==> src/sv/htbi_pkg.sv <==
// ----------------------------------------------------------------------------
// htbi_pkg
// Shared constants, types and helpers of the HT bit interleaver.
// ----------------------------------------------------------------------------
package htbi_pkg;

    localparam int MAX_BLOCK = 2048;
    localparam int BLK_AW    = $clog2(MAX_BLOCK);
    localparam int STORE_AW  = BLK_AW + 1;
    localparam int DIV_W     = 12;
    localparam int DIV_STEPS = DIV_W;

    localparam int CFG_IDX_W = 3;
    localparam int CFG_W     = 7;

    typedef enum logic [CFG_IDX_W-1:0] {
        CFG_ROWS   = 3'd0,
        CFG_COLS   = 3'd1,
        CFG_BPSC   = 3'd2,
        CFG_ROT    = 3'd3,
        CFG_STREAM = 3'd4
    } cfg_idx_t;

    localparam logic CMD_DATA  = 1'b0;
    localparam logic CMD_DRAIN = 1'b1;

    typedef struct packed {
        logic       busy;
        logic [5:0] start_row;
        logic [4:0] start_col;
    } rot_info_t;

    function automatic logic [5:0] eff_cols(input logic [5:0] c);
        logic [5:0] r;
        r = c;
        if (c == 6'd0) r = 6'd1;
        else if (c > 6'd32) r = 6'd32;
        return r;
    endfunction

    function automatic logic [6:0] eff_rows(input logic [6:0] c);
        logic [6:0] r;
        r = c;
        if (c == 7'd0) r = 7'd1;
        else if (c > 7'd64) r = 7'd64;
        return r;
    endfunction

    // rotation multiple per stream: 0, 2, 1, 3
    function automatic logic [1:0] stream_mult(input logic [1:0] s);
        logic [1:0] m;
        case (s)
            2'd0:    m = 2'd0;
            2'd1:    m = 2'd2;
            2'd2:    m = 2'd1;
            default: m = 2'd3;
        endcase
        return m;
    endfunction

endpackage

==> src/sv/htbi_rotation.sv <==
// ----------------------------------------------------------------------------
// htbi_rotation
// Works out the frequency rotation start point (row, column) after a
// configuration write, with one shared restoring divider.
// ----------------------------------------------------------------------------
module htbi_rotation import htbi_pkg::*; (
    input  logic              aclk,
    input  logic              aresetn,
    input  logic              start,
    input  logic [1:0]        stream,
    input  logic [5:0]        rot_step,
    input  logic [3:0]        bpsc,
    input  logic [DIV_W-1:0]  block_len,
    input  logic [5:0]        cols,
    output rot_info_t         info
);

    typedef enum logic [4:0] {
        ST_IDLE  = 5'b00001,
        ST_MUL   = 5'b00010,
        ST_LOAD  = 5'b00100,
        ST_MOD   = 5'b01000,
        ST_SPLIT = 5'b10000
    } state_t;

    state_t           state_reg, state_next;
    logic [7:0]       part_reg, part_next;
    logic [DIV_W-1:0] rem_reg, rem_next;
    logic [DIV_W-1:0] quo_reg, quo_next;
    logic [DIV_W-1:0] div_reg, div_next;
    logic [3:0]       cnt_reg, cnt_next;
    logic [5:0]       row_reg, row_next;
    logic [4:0]       col_reg, col_next;

    logic [DIV_W-1:0] rem_sh, rem_new, quo_new;
    logic             ge;
    logic             last_step;

    assign rem_sh    = {rem_reg[DIV_W-2:0], quo_reg[DIV_W-1]};
    assign ge        = (rem_sh >= div_reg);
    assign rem_new   = ge ? (rem_sh - div_reg) : rem_sh;
    assign quo_new   = {quo_reg[DIV_W-2:0], ge};
    assign last_step = (cnt_reg == 4'(DIV_STEPS - 1));

    always_comb begin
        state_next = state_reg;
        part_next  = part_reg;
        rem_next   = rem_reg;
        quo_next   = quo_reg;
        div_next   = div_reg;
        cnt_next   = cnt_reg;
        row_next   = row_reg;
        col_next   = col_reg;
        if (start) begin
            state_next = ST_MUL;
        end else begin
            unique case (state_reg)
                ST_IDLE: ;
                ST_MUL: begin
                    part_next  = {6'd0, stream_mult(stream)} * {2'd0, rot_step};
                    state_next = ST_LOAD;
                end
                ST_LOAD: begin
                    quo_next   = {4'd0, part_reg} * {8'd0, bpsc};
                    rem_next   = '0;
                    div_next   = block_len;
                    cnt_next   = '0;
                    state_next = ST_MOD;
                end
                ST_MOD: begin
                    rem_next = rem_new;
                    quo_next = quo_new;
                    cnt_next = cnt_reg + 4'd1;
                    if (last_step) begin
                        quo_next   = rem_new;
                        rem_next   = '0;
                        div_next   = DIV_W'(cols);
                        cnt_next   = '0;
                        state_next = ST_SPLIT;
                    end
                end
                ST_SPLIT: begin
                    rem_next = rem_new;
                    quo_next = quo_new;
                    cnt_next = cnt_reg + 4'd1;
                    if (last_step) begin
                        row_next   = quo_new[5:0];
                        col_next   = rem_new[4:0];
                        state_next = ST_IDLE;
                    end
                end
                default: state_next = ST_IDLE;
            endcase
        end
    end

    always_ff @(posedge aclk) begin
        if (!aresetn) begin
            state_reg <= ST_IDLE;
            row_reg   <= '0;
            col_reg   <= '0;
            cnt_reg   <= '0;
        end else begin
            state_reg <= state_next;
            row_reg   <= row_next;
            col_reg   <= col_next;
            cnt_reg   <= cnt_next;
        end
    end

    always_ff @(posedge aclk) begin
        part_reg <= part_next;
        rem_reg  <= rem_next;
        quo_reg  <= quo_next;
        div_reg  <= div_next;
    end

    assign info = {(state_reg != ST_IDLE), row_reg, col_reg};

endmodule

==> config.mk <==
export PLATFORM = sky130hd
export DESIGN_NAME = htbi_rotation
export DESIGN_NICKNAME = d
export VERILOG_FILES = /design/src/sv/htbi_pkg.sv /design/src/sv/htbi_rotation.sv
export SDC_FILE = /design/constraint.sdc
export NUM_CORES = 1
export LEC_CHECK = 0
export BUFFER_PORTS_ARGS = -buffer_cell sky130_fd_sc_hd__buf_2
export CAP_MARGIN = 20
export CORE_ASPECT_RATIO = 0.5
export CORE_UTILIZATION = 40
export DETAILED_ROUTE_END_ITERATION = 12
export GPL_TIMING_DRIVEN = 0
export PLACE_DENSITY = 0.64
export SLEW_MARGIN = 0
export SYNTH_ARGS = -nofsm -noshare
export SYNTH_HDL_FRONTEND = slang
export SYNTH_SLANG_ARGS = --single-unit
==> constraint.sdc <==
create_clock -name aclk -period 3.95 [get_ports aclk]
set_input_delay 0.5925 -clock aclk [delete_from_list [all_inputs] [get_ports aclk]]
set_output_delay 0.5925 -clock aclk [all_outputs]
set_load 0.05 [all_outputs]
After elaboration in Yosys (flattened, before gate mapping)
Cells that the tools add are included.
- register bits: 63
- output and inout bits: 12
- word-level logic and storage cells: 57
- reductions and logical operators: 10
- $add $sub $neg: 2
- multiplexer cells: 16
- magnitude comparators: 1
- eq/ne operators: 14
- multiply operators: 2
- bitwise operators: 3
- operators by type and width (cell ; number):
    two-way mux 12 bit ; 3
    one-hot mux 12 bit (3 select lines) ; 1
    one-hot mux 11 bit (3 select lines) ; 1
    one-hot mux 5 bit (5 select lines) ; 1
    one-hot mux 12 bit (2 select lines) ; 1
    >= comparator 12 bit ; 1
    multiplier 8 x 4 -> 12 bit ; 1
    one-hot mux 4 bit (3 select lines) ; 1
    AND reduction 3 bit ; 4
    subtractor 12 bit ; 1
    two-way mux 11 bit ; 1
    two-way mux 5 bit ; 2
    multiplier 2 x 6 -> 8 bit ; 1
    two-way mux 2 bit ; 3
    != test 2 bit (second input constant) ; 3
    != test 3 bit (second input constant) ; 2
    one-hot mux 2 bit (3 select lines) ; 1
    == test 5 x 1 -> 1 bit (second input constant) ; 1
    == test 5 x 2 -> 1 bit (second input constant) ; 1
    == test 5 x 3 -> 1 bit (second input constant) ; 1
    == test 5 x 4 -> 1 bit (second input constant) ; 1
    == test 5 bit (second input constant) ; 1
    != test 5 x 1 -> 1 bit (second input constant) ; 1
    adder 4 x 1 -> 4 bit (second input constant) ; 1
    other kinds (10) ; 13

Logic depth before layout (Yosys ltp)
Gate-level depths: netlist of run 1.
- depth after elaboration: 5
- depth in mapped cells: 13

Worst setup path before layout of run 1
No wires, ideal clock.
- path type: input to register
- start point: input port bpsc[3]
- end point: register quo_reg[11] (data pin)
- setup slack: 0.486 ns
- arrival: 3.195 ns
- data required time: 3.681 ns
- stages on the path: 13
- library setup time: 0.269 ns
- buffers on the path: 0
- path through: and2_1 -> fa_1 -> inv_1 -> fa_1 -> inv_1 -> ha_1 -> a21o_1 -> a21oi_1 -> o21ai_0 -> a31oi_1 -> o21ai_0 -> xnor2_1 -> o211ai_1
- word-level cells in the longest chain between the ends: 2
- ends and longest elaborated chain (item ; RTL line ; source):
    from (decl) ; htbi_rotation.sv:12 ; input logic [3:0] bpsc,
    multiplier 8 x 4 -> 12 bit ; htbi_rotation.sv:64 ; quo_next = {4'd0, part_reg} * {8'd0, bpsc};
    one-hot mux 12 bit (3 select lines) ; htbi_rotation.sv:57 ; unique case (state_reg)
    to (signal assigned) ; htbi_rotation.sv:114 ; quo_reg <= quo_next;
    to (decl) ; htbi_rotation.sv:29 ; logic [DIV_W-1:0] quo_reg, quo_next;
No other way between the ends.
A chain may end at the register's enable or synchronous reset.

Worst setup path after layout of run 1
- start point: register part_reg[2]
- end point: register quo_reg[11] (data pin)
- word-level cells in the longest chain between the ends: 2
- ends and longest elaborated chain (item ; RTL line ; source):
    from (decl) ; htbi_rotation.sv:27 ; logic [7:0] part_reg, part_next;
    from (signal assigned) ; htbi_rotation.sv:112 ; part_reg <= part_next;
    multiplier 8 x 4 -> 12 bit ; htbi_rotation.sv:64 ;
    one-hot mux 12 bit (3 select lines) ; htbi_rotation.sv:57 ;
No other way between the ends.

==> results of run 1 <==
==> through the flow <==
step | power (mW) | utilization (%) | cell area, µm² | instances | hold WS (ns)
floorplan | 0.857 | - | 4450 | 469 | 0.448
global placement | 0.900 | 46.1 | 4840 | 652 | 0.460
detailed placement | 0.905 | 46.1 | 4840 | 652 | 0.462
CTS | 1.60 | 48.6 | 5100 | 668 | 0.469
global route | 1.66 | 48.6 | 5100 | 668 | 0.485
finish | 1.59 | 48.6 | 5100 | 668 | 0.469
==> layer usage <==
metal,track usage [%],routed length [µm]
met1,24.9,4670
met2,27.4,4170
met3,3.83,378
met4,5.70,90
met5,0,0
==> kinds of logic (layout without fill, tap and decap cells) <==
group,count (synthesis),in the layout
and+or+nand+nor,171,171
AOI/OAI and AO/OA,102,102
DFF,63,63
buffers and inverters,51,110
adders and majority gates,48,48
xor gates and xnor gates,23,23
muxes,11,11
==> placed cells by master (no fill, tap or decap), types with 16 or more instances in the layout <==
master    count
a21oi_1      20
buf_2        45
ha_1         34
and2_1       44
nand2_1      57
inv_1        40
edfxtp_1     43
nor2_1       32
o21ai_1      22
dfxtp_1      20
o21ai_0      16
==> report_power, final <==
| group | switching [mW] | total [mW] | internal (mW) |
|---|---|---|---|
| sequential | 0.00334 | 0.715 | 0.712 |
| combinational | 0.0928 | 0.176 | 0.0832 |
| clock | 0.275 | 0.696 | 0.421 |
==> area by class of cell <==
class                           instances  area, µm²  share of cell area (%)
Multi-Input combinational cell        355       2550                    50.0
Sequential cell                        63       1690                    33.2
Clock buffer                           12        236                    4.63
Timing Repair Buffer                   43        215                    4.22
Tap cell                              140        175                    3.43
Inverter                               41        154                    3.02
Buffer                                 10       55.1                    1.08
Clock inverter                          4       22.5                   0.441
==> worst paths after layout <==
check	start	end	slack (ns)	depth (start not counted)
max	part_reg[2]	quo_reg[11]	0.41	13
min reg2reg	cnt_reg[1]	cnt_reg[1]	0.47	2
max reg2reg	part_reg[2]	quo_reg[11]	0.41	13
min	cnt_reg[1]	cnt_reg[1]	0.47	2
==> worst max-delay path, delay by kind of cell, from the launching register on <==
kind,cells,cell delay [ns]
xor gates and xnor gates,1,0.20
DFF,1,0.41
and+or+nand+nor,1,0.20
adders and majority gates,3,1.40
buffers and inverters,2,0.09
AOI/OAI and AO/OA,6,0.97
==> impl_metrics.yaml, run 1 <==
detailed_routing:
  ant_nets: 0
  viasPerCell: 5.03
  num_vias: 3361
  drc: 0
  routedWlPerCell_um: 13.9
  drt-total-wl_mm: 9.31
  initialDrtViolationCount: 196
  drtPass1Iterations: 4
clock_tree:
  numCtsBuffers: 9
  max-clock-path-buffers: 2
  tritoncts: "built"
  cts.repair.resized: 0
  path_clk_slew_ns: 0.05
  insertion_delay_ns: 0.33
  post_cts_buffers: 0
  cts.hold.buffers_added: 0
  h-tree-depth: 3
  cts.sink_count: 63
  cts_root_buf: "clkbuf_16"
critical_path:
  worstPathCellList: "and2_1 > fa_1 > inv_1 > fa_1 > inv_1 > ha_1 > a21o_1 > a21oi_1 > o21ai_0 > a31oi_1 > o21ai_0 > xnor2_1 > o211ai_1"
  arrival_ns: 3.61
  crit_fanout: 4
  start_kind: "flop"
  max_stage_delay_ns: 0.53
  cpMaxStageDelayCell: "fa_1"
  path_class: "flop to flop"
  required_ns: 4.02
  worst_setup_path_end_kind: "flop"
synth:
  yosysMostFrequentCell: "nand2_1"
  synth_compound_area_share_pct: 14.9
  yosysTopAreaCellShare_pct: 29.0
  ys_types: 54
  synth_edf_count: 43
  ys.flop_type: "edfxtp_1"
  synth_seq_area_share_pct: 38.0
  ys_async_sr_fraction_pct: 0
  netlist_instances: 469
  synth_area_um2: 4450
  ys_seq_elements: 63
  synth.area.top_cells: "edfxtp_1 29%, ha_1 9.6%, dfxtp_1 9.0%, fa_1 6.3%, and2_1 6.2%"
  synth_xor_xnor_area_share_pct: 4.52
  yosys.area_share.simple_pct: 19.6
  synthAdderAreaFrac_pct: 15.8
  synth_mux_area_share_pct: 2.47
  yosys-top-cells-count: "57 x nand2_1, 44 x and2_1, 43 x edfxtp_1"
  synth_area_per_cell_um2: 9.49
  syn_nets: 550
  ys_warn_count: 0
  synth_top_area_cell: "edfxtp_1"
  synth_top_family_by_area: "simple AND/OR/NAND/NOR gates"
floorplan:
  die_area_um2: 11600
  coreArea_um2: 10500
  boundaryPins: 45
  start_util_pct: 42.4
  die_height_um: 76.6
  num_rows: 26
  die_x_um: 151
layout:
  syn_to_final_growth_pct: 14.6
  drive_above_1_share_pct: 14.2
  fillers: 965
  antenna_cells: 0
  final_nets: 604
sta:
  worstMarginPinSlew_ns: 0.691
  clock_skew_ns: 0.00729
  min_period_ns: 3.54
  drv_slew: 0
  slew_headroom_pct: 53.9
  rsz0062_at_grt: "no"
  layout_setup_ws_ns: 0.408
  timing.fmax_mhz: 282
  setup_tns_ns: 0
  finalSetupViolations: 0
  timing.final.hold_violations: 0
  period_share_pct: 89.7
global_routing:
  grt_max_degree: 27
  grt_overflow: 0
  grt_pass1_vias: 3214
  grtUsageTotal_pct: 17.9
  grt_pass1_wl_mm: 15.9
  antenna_found_initial: 0
place:
  port_buffers: 43
  pre_cts_ws_ns: 0.0477
  dp_hpwl_mm: 7.14
  gp_congestion: 0.839
pwr:
  powerDensity_nw_per_um2: 311
  p_leak_nw: 2.20
  worst_ir_drop_vdd_mv: 0.208
job:
  drv_cap: 0
min_path:
  hp-class: "flop to flop"
run_status:
  outcome: "finished clean"
No activity file was read; power rests on OpenSTA's default activity.
==> run 2: changes to the inputs <==
- CORE_MARGIN: unset -> 2
- MAX_ROUTING_LAYER: unset -> met4
- clock period: 3.95 -> 4.3 ns (I/O delays scaled with it)
==> impl_metrics.yaml, run 2 (synthesis results as in run 1) <==
run_status:
  outcome: "finished clean"
clock_tree:
  post_cts_buffers: 0
  h-tree-depth: 3
  cts_root_buf: "clkbuf_16"
  cts.repair.resized: 0
  path_clk_slew_ns: 0.05
  max-clock-path-buffers: 2
  numCtsBuffers: 9
  tritoncts: "built"
  insertion_delay_ns: 0.33
  cts.sink_count: 63
  cts.hold.buffers_added: 0
critical_path:
  crit_fanout: 4
  start_kind: "flop"
  arrival_ns: 3.69
  max_stage_delay_ns: 0.54
  crit_start: "part_reg[2]"
  r2r-start: "part_reg[2]"
  worstPathCellList: "and2_1 > fa_1 > inv_1 > fa_1 > inv_1 > ha_1 > a21o_1 > a21oi_1 > o21ai_0 > a31oi_1 > o21ai_0 > xnor2_1 > o211ai_1"
  worst_setup_path_end_kind: "flop"
  required_ns: 4.37
  path_class: "flop to flop"
  cpMaxStageDelayCell: "fa_1"
detailed_routing:
  drtPass1Iterations: 4
  drt-total-wl_mm: 9.58
  drc: 0
  routedWlPerCell_um: 14.2
  viasPerCell: 5.14
  ant_nets: 0
  initialDrtViolationCount: 200
  num_vias: 3456
layout:
  layout_common_cells: "57 x nand2_1, 45 x buf_2, 44 x and2_1"
  antenna_cells: 0
  final_common_cell: "nand2_1"
  fillers: 1027
  syn_to_final_growth_pct: 15.9
  drive_above_1_share_pct: 14.2
  final_nets: 604
pwr:
  worst_ir_drop_vdd_mv: 0.196
  total_power_mw: 1.58
  powerDensity_nw_per_um2: 306
  p_leak_nw: 2.22
sta:
  finalSetupViolations: 0
  drv_slew: 0
  timing.fmax_mhz: 276
  setup_tns_ns: 0
  min_period_ns: 3.63
  period_share_pct: 84.3
  timing.final.hold_violations: 0
  slew_headroom_pct: 53.1
  rsz0062_at_grt: "no"
  worstMarginPinSlew_ns: 0.698
  clock_skew_ns: 0.00831
  layout_setup_ws_ns: 0.673
global_routing:
  grt_pass1_vias: 3396
  antenna_found_initial: 0
  grt_overflow: 0
  grt_pass1_wl_mm: 16.5
  grt_max_degree: 27
  grtUsageTotal_pct: 17.9
floorplan:
  die_height_um: 78.6
  boundaryPins: 45
  start_util_pct: 40.8
  die_x_um: 153
  num_rows: 27
  die_area_um2: 12000
  coreArea_um2: 10900
min_path:
  holdCritStartpoint: "col_reg[2]"
  hp-class: "flop to flop"
place:
  dp_hpwl_mm: 7.26
  gp_congestion: 0.804
  pre_cts_ws_ns: 0.305
  port_buffers: 43
job:
  drv_cap: 0
## run 2: worst paths after layout
check	endpoint	slack (ns)	cells after the start
setup / recovery	quo_reg[11]	0.67	13
setup reg to reg	quo_reg[11]	0.67	13
hold reg to reg	col_reg[2]	0.48	2
hold / removal	col_reg[2]	0.48	2
## run 2: per-stage QoR
| step | hold WS (ns) | std cells | util [%] | instance area [µm²] |
|---|---|---|---|---|
| 2_1_floorplan | 0.448 | 469 | - | 4450 |
| 3_3_place_gp | 0.463 | 657 | 44.4 | 4850 |
| 3_5_place_dp | 0.473 | 657 | 44.4 | 4850 |
| 4_1_cts | 0.481 | 673 | 47.3 | 5160 |
| 5_1_grt | 0.514 | 673 | 47.3 | 5160 |
| 6_report | 0.477 | 673 | 47.3 | 5160 |
## run 2: final cells by class
| class | instances | area, µm² | share of cell area (%) |
|---|---|---|---|
| clock inverter | 2 | 36.3 | 0.703 |
| tap | 145 | 181 | 3.52 |
| timing repair buffer | 43 | 215 | 4.17 |
| buffer | 10 | 55.1 | 1.07 |
| inverter | 41 | 154 | 2.98 |
| clock buffer | 14 | 275 | 5.33 |
| multi-input combinational | 355 | 2550 | 49.5 |
| sequential | 63 | 1690 | 32.8 |
## run 2: worst max-delay path, delay by kind of cell (launching register included)
kind	cells	cell delay (ns)
buffers and inverters	2	0.10
adder cells (fa/ha/maj)	3	1.41
AO/OA/AOI/OAI	6	1.01
XOR/XNOR	1	0.23
flip-flops	1	0.43
AND/OR/NAND/NOR	1	0.20
## run 2: routing by layer
| layer | wire [µm] | part of all wire, % | track usage (%) |
|---|---|---|---|
| met5 | 0 | 0 | - |
| met4 | 123 | 1.3 | 5.09 |
| met3 | 431 | 4.5 | 4.75 |
| met2 | 4410 | 46 | 28.2 |
| met1 | 4610 | 48 | 23.0 |
## run 2: power by group
part / internal [mW] / switching, mW / leakage (nW)
Sequential: 0.654 / 0.00322 / 0.555
Clock: 0.500 / 0.259 / 0.153
Combinational: 0.0764 / 0.0862 / 1.51
==> run 3: changes to the inputs <==
- ABC_AREA: unset -> 1
- clock period: 4.3 -> 3.6 ns (I/O delays scaled with it)
==> impl_metrics.yaml, run 3 <==
run_status:
  outcome: "finished clean"
critical_path:
  crit_fanout: 8
  start_kind: "input pin"
  worstPathCellList: "clkbuf_1 > nand2_1 > fa_1 > inv_1 > fa_1 > inv_1 > fa_1 > nand3b_1 > nand2_1 > nand4_1 > nand3_1 > xor2_1 > nand2_1 > nand3_1"
  max_stage_delay_ns: 0.56
  arrival_ns: 3.33
  cpMaxStageDelayCell: "fa_1"
  required_ns: 3.68
  worst_setup_path_end_kind: "flop"
  path_class: "input pin to flop"
layout:
  finalInstanceArea_um2: 5410
  syn_to_final_growth_pct: 14.2
  drive_above_1_share_pct: 12.9
  post-route-util_pct: 46.4
  final_common_cell: "nand2_1"
  antenna_cells: 0
  layout_common_cells: "137 x nand2_1, 123 x inv_1, 63 x nor2_1"
  final_cells: 832
  fillers: 1190
  final_nets: 743
floorplan:
  die_height_um: 80.9
  num_rows: 28
  boundaryPins: 45
  die_x_um: 158
  coreArea_um2: 11700
  die_area_um2: 12800
  start_util_pct: 40.6
global_routing:
  grt_pass1_wl_mm: 16.9
  antenna_found_initial: 0
  grt_pass1_vias: 3665
  grt_max_degree: 26
  grt_overflow: 0
  grtUsageTotal_pct: 17.4
detailed_routing:
  initialDrtViolationCount: 204
  viasPerCell: 4.66
  ant_nets: 0
  drtPass1Iterations: 4
  num_vias: 3876
  routedWlPerCell_um: 12.1
  drc: 0
  drt-total-wl_mm: 10.0
clock_tree:
  cts.sink_count: 63
  insertion_delay_ns: 0.33
  numCtsBuffers: 9
  cts.hold.buffers_added: 0
  h-tree-depth: 3
  post_cts_buffers: 0
  tritoncts: "built"
  max-clock-path-buffers: 2
  cts.repair.resized: 0
  path_clk_slew_ns: 0.06
  cts_root_buf: "clkbuf_16"
synth:
  synth_top_area_cell: "edfxtp_1"
  ys_seq_elements: 63
  synth_xor_xnor_area_share_pct: 2.59
  synth_seq_area_share_pct: 35.7
  synth.area.top_cells: "edfxtp_1 27%, nand2_1 11%, inv_1 9.8%, ha_1 9.0%, dfxtp_1 8.5%"
  ys_async_sr_fraction_pct: 0
  yosys-top-cells-count: "137 x nand2_1, 123 x inv_1, 63 x nor2_1"
  synth_area_per_cell_um2: 7.75
  netlist_instances: 611
  ys.flop_type: "edfxtp_1"
  yosys.area_share.simple_pct: 24.8
  ys_types: 47
  yosysMostFrequentCell: "nand2_1"
  syn_nets: 692
  synth_edf_count: 43
  yosysTopAreaCellShare_pct: 27.3
  ys_warn_count: 0
  synth_top_family_by_area: "simple AND/OR/NAND/NOR gates"
  synthAdderAreaFrac_pct: 14.9
  synth_area_um2: 4730
  synth_compound_area_share_pct: 10.5
  synth_mux_area_share_pct: 0
place:
  port_buffers: 40
  gp_congestion: 0.859
  post-place-cells: 816
  dp_hpwl_mm: 8.00
  place_area_um2: 5140
sta:
  clock_skew_ns: 0.00679
  setup_tns_ns: 0
  finalSetupViolations: 0
  timing.fmax_mhz: 308
  min_period_ns: 3.24
  slew_headroom_pct: 36.4
  worstMarginPinSlew_ns: 0.953
  drv_slew: 0
  rsz0062_at_grt: "no"
  period_share_pct: 90.1
  timing.final.hold_violations: 0
min_path:
  hp-class: "input pin to flop"
pwr:
  sw_frac_of_total_pct: 25.1
  internal-power_mw: 1.35
  p_leak_nw: 2.79
  powerDensity_nw_per_um2: 333
  total_power_mw: 1.80
  worst_ir_drop_vdd_mv: 0.252
  pwr-share-clk_pct: 43.5
  pwr-share-seq_pct: 43.6
  switchingPower_mw: 0.452
  combPwrFrac_pct: 12.9
job:
  drv_cap: 0
-- run 3: changes by cell type after synthesis, moves of 8 or more --
| cell | before | now |
|---|---|---|
| and2_1 | 44 | 1 |
| inv_1 | 40 | 123 |
| mux2i_1 | 11 | 0 |
| nand2_1 | 57 | 137 |
| nand2_2 | 0 | 8 |
| nand3_1 | 5 | 27 |
| nor2_1 | 32 | 63 |
| nor2b_1 | 11 | 0 |
| o21ai_0 | 16 | 30 |
| o21ai_1 | 22 | 5 |
| xnor2_1 | 14 | 5 |
-- run 3: area by class of cell --
| cell class | count | area (µm²) | share of cell area (%) |
|---|---|---|---|
| buffer | 12 | 68.8 | 1.27 |
| clock inverter | 5 | 25.0 | 0.463 |
| inverter | 125 | 469 | 8.68 |
| clock buffer | 11 | 243 | 4.49 |
| timing repair buffer | 40 | 200 | 3.70 |
| multi-input combinational | 411 | 2500 | 46.3 |
| tap | 165 | 206 | 3.82 |
| sequential | 63 | 1690 | 31.3 |
-- run 3: final timing paths --
path,from,to,slack [ns],cells past startpoint
setup / recovery,bpsc[3],quo_reg[10],0.36,14
hold reg to reg,cnt_reg[1],cnt_reg[1],0.49,2
hold / removal,cols[2],div_reg[2],0.48,3
setup reg to reg,part_reg[1],quo_reg[7],0.39,15
-- run 3: logic make-up (layout without fill, tap and decap cells) --
group           Yosys count  in the layout
simple gates            264            264
buf+inv                 137            193
compound gates           85             85
flops                    63             63
fa+ha+maj                48             48
xor+xnor                 14             14
-- run 3: worst max-delay path, delay by kind of cell --
kind / cells / cell delay [ns]
buf+inv: 3 / 0.38
fa+ha+maj: 3 / 1.58
simple gates: 7 / 0.75
xor+xnor: 1 / 0.07
-- run 3: per-layer routing --
metal	GRT usage (%)	wire length [µm]	share of wire (%)	up-vias
met5	-	0	0	-
met4	3.64	65	0.65	0
met3	4.64	373	3.7	5
met2	27.5	4530	45	54
met1	22.8	5080	51	1772
li1	-	-	-	2045
-- run 3: power by group through the flow --
| stage | sequential, mW | combinational [mW] | clock [mW] |
|---|---|---|---|
| global placement | 0.801 | 0.228 | 0 |
| floorplan | 0.800 | 0.173 | 0 |
| detailed placement | 0.801 | 0.233 | 0 |
| CTS | 0.786 | 0.235 | 0.803 |
| global route | 0.786 | 0.274 | 0.837 |
| finish | 0.786 | 0.233 | 0.783 |
-- run 3: per-stage QoR --
step / setup slack, ns / hold slack, ns
6_report: 0.355 / 0.479
5_1_grt: 0.0799 / 0.469
4_1_cts: 0.354 / 0.464
3_5_place_dp: -0.000855 / 0.479
3_3_place_gp: 0.0242 / 0.474
2_1_floorplan: 0.283 / 0.461
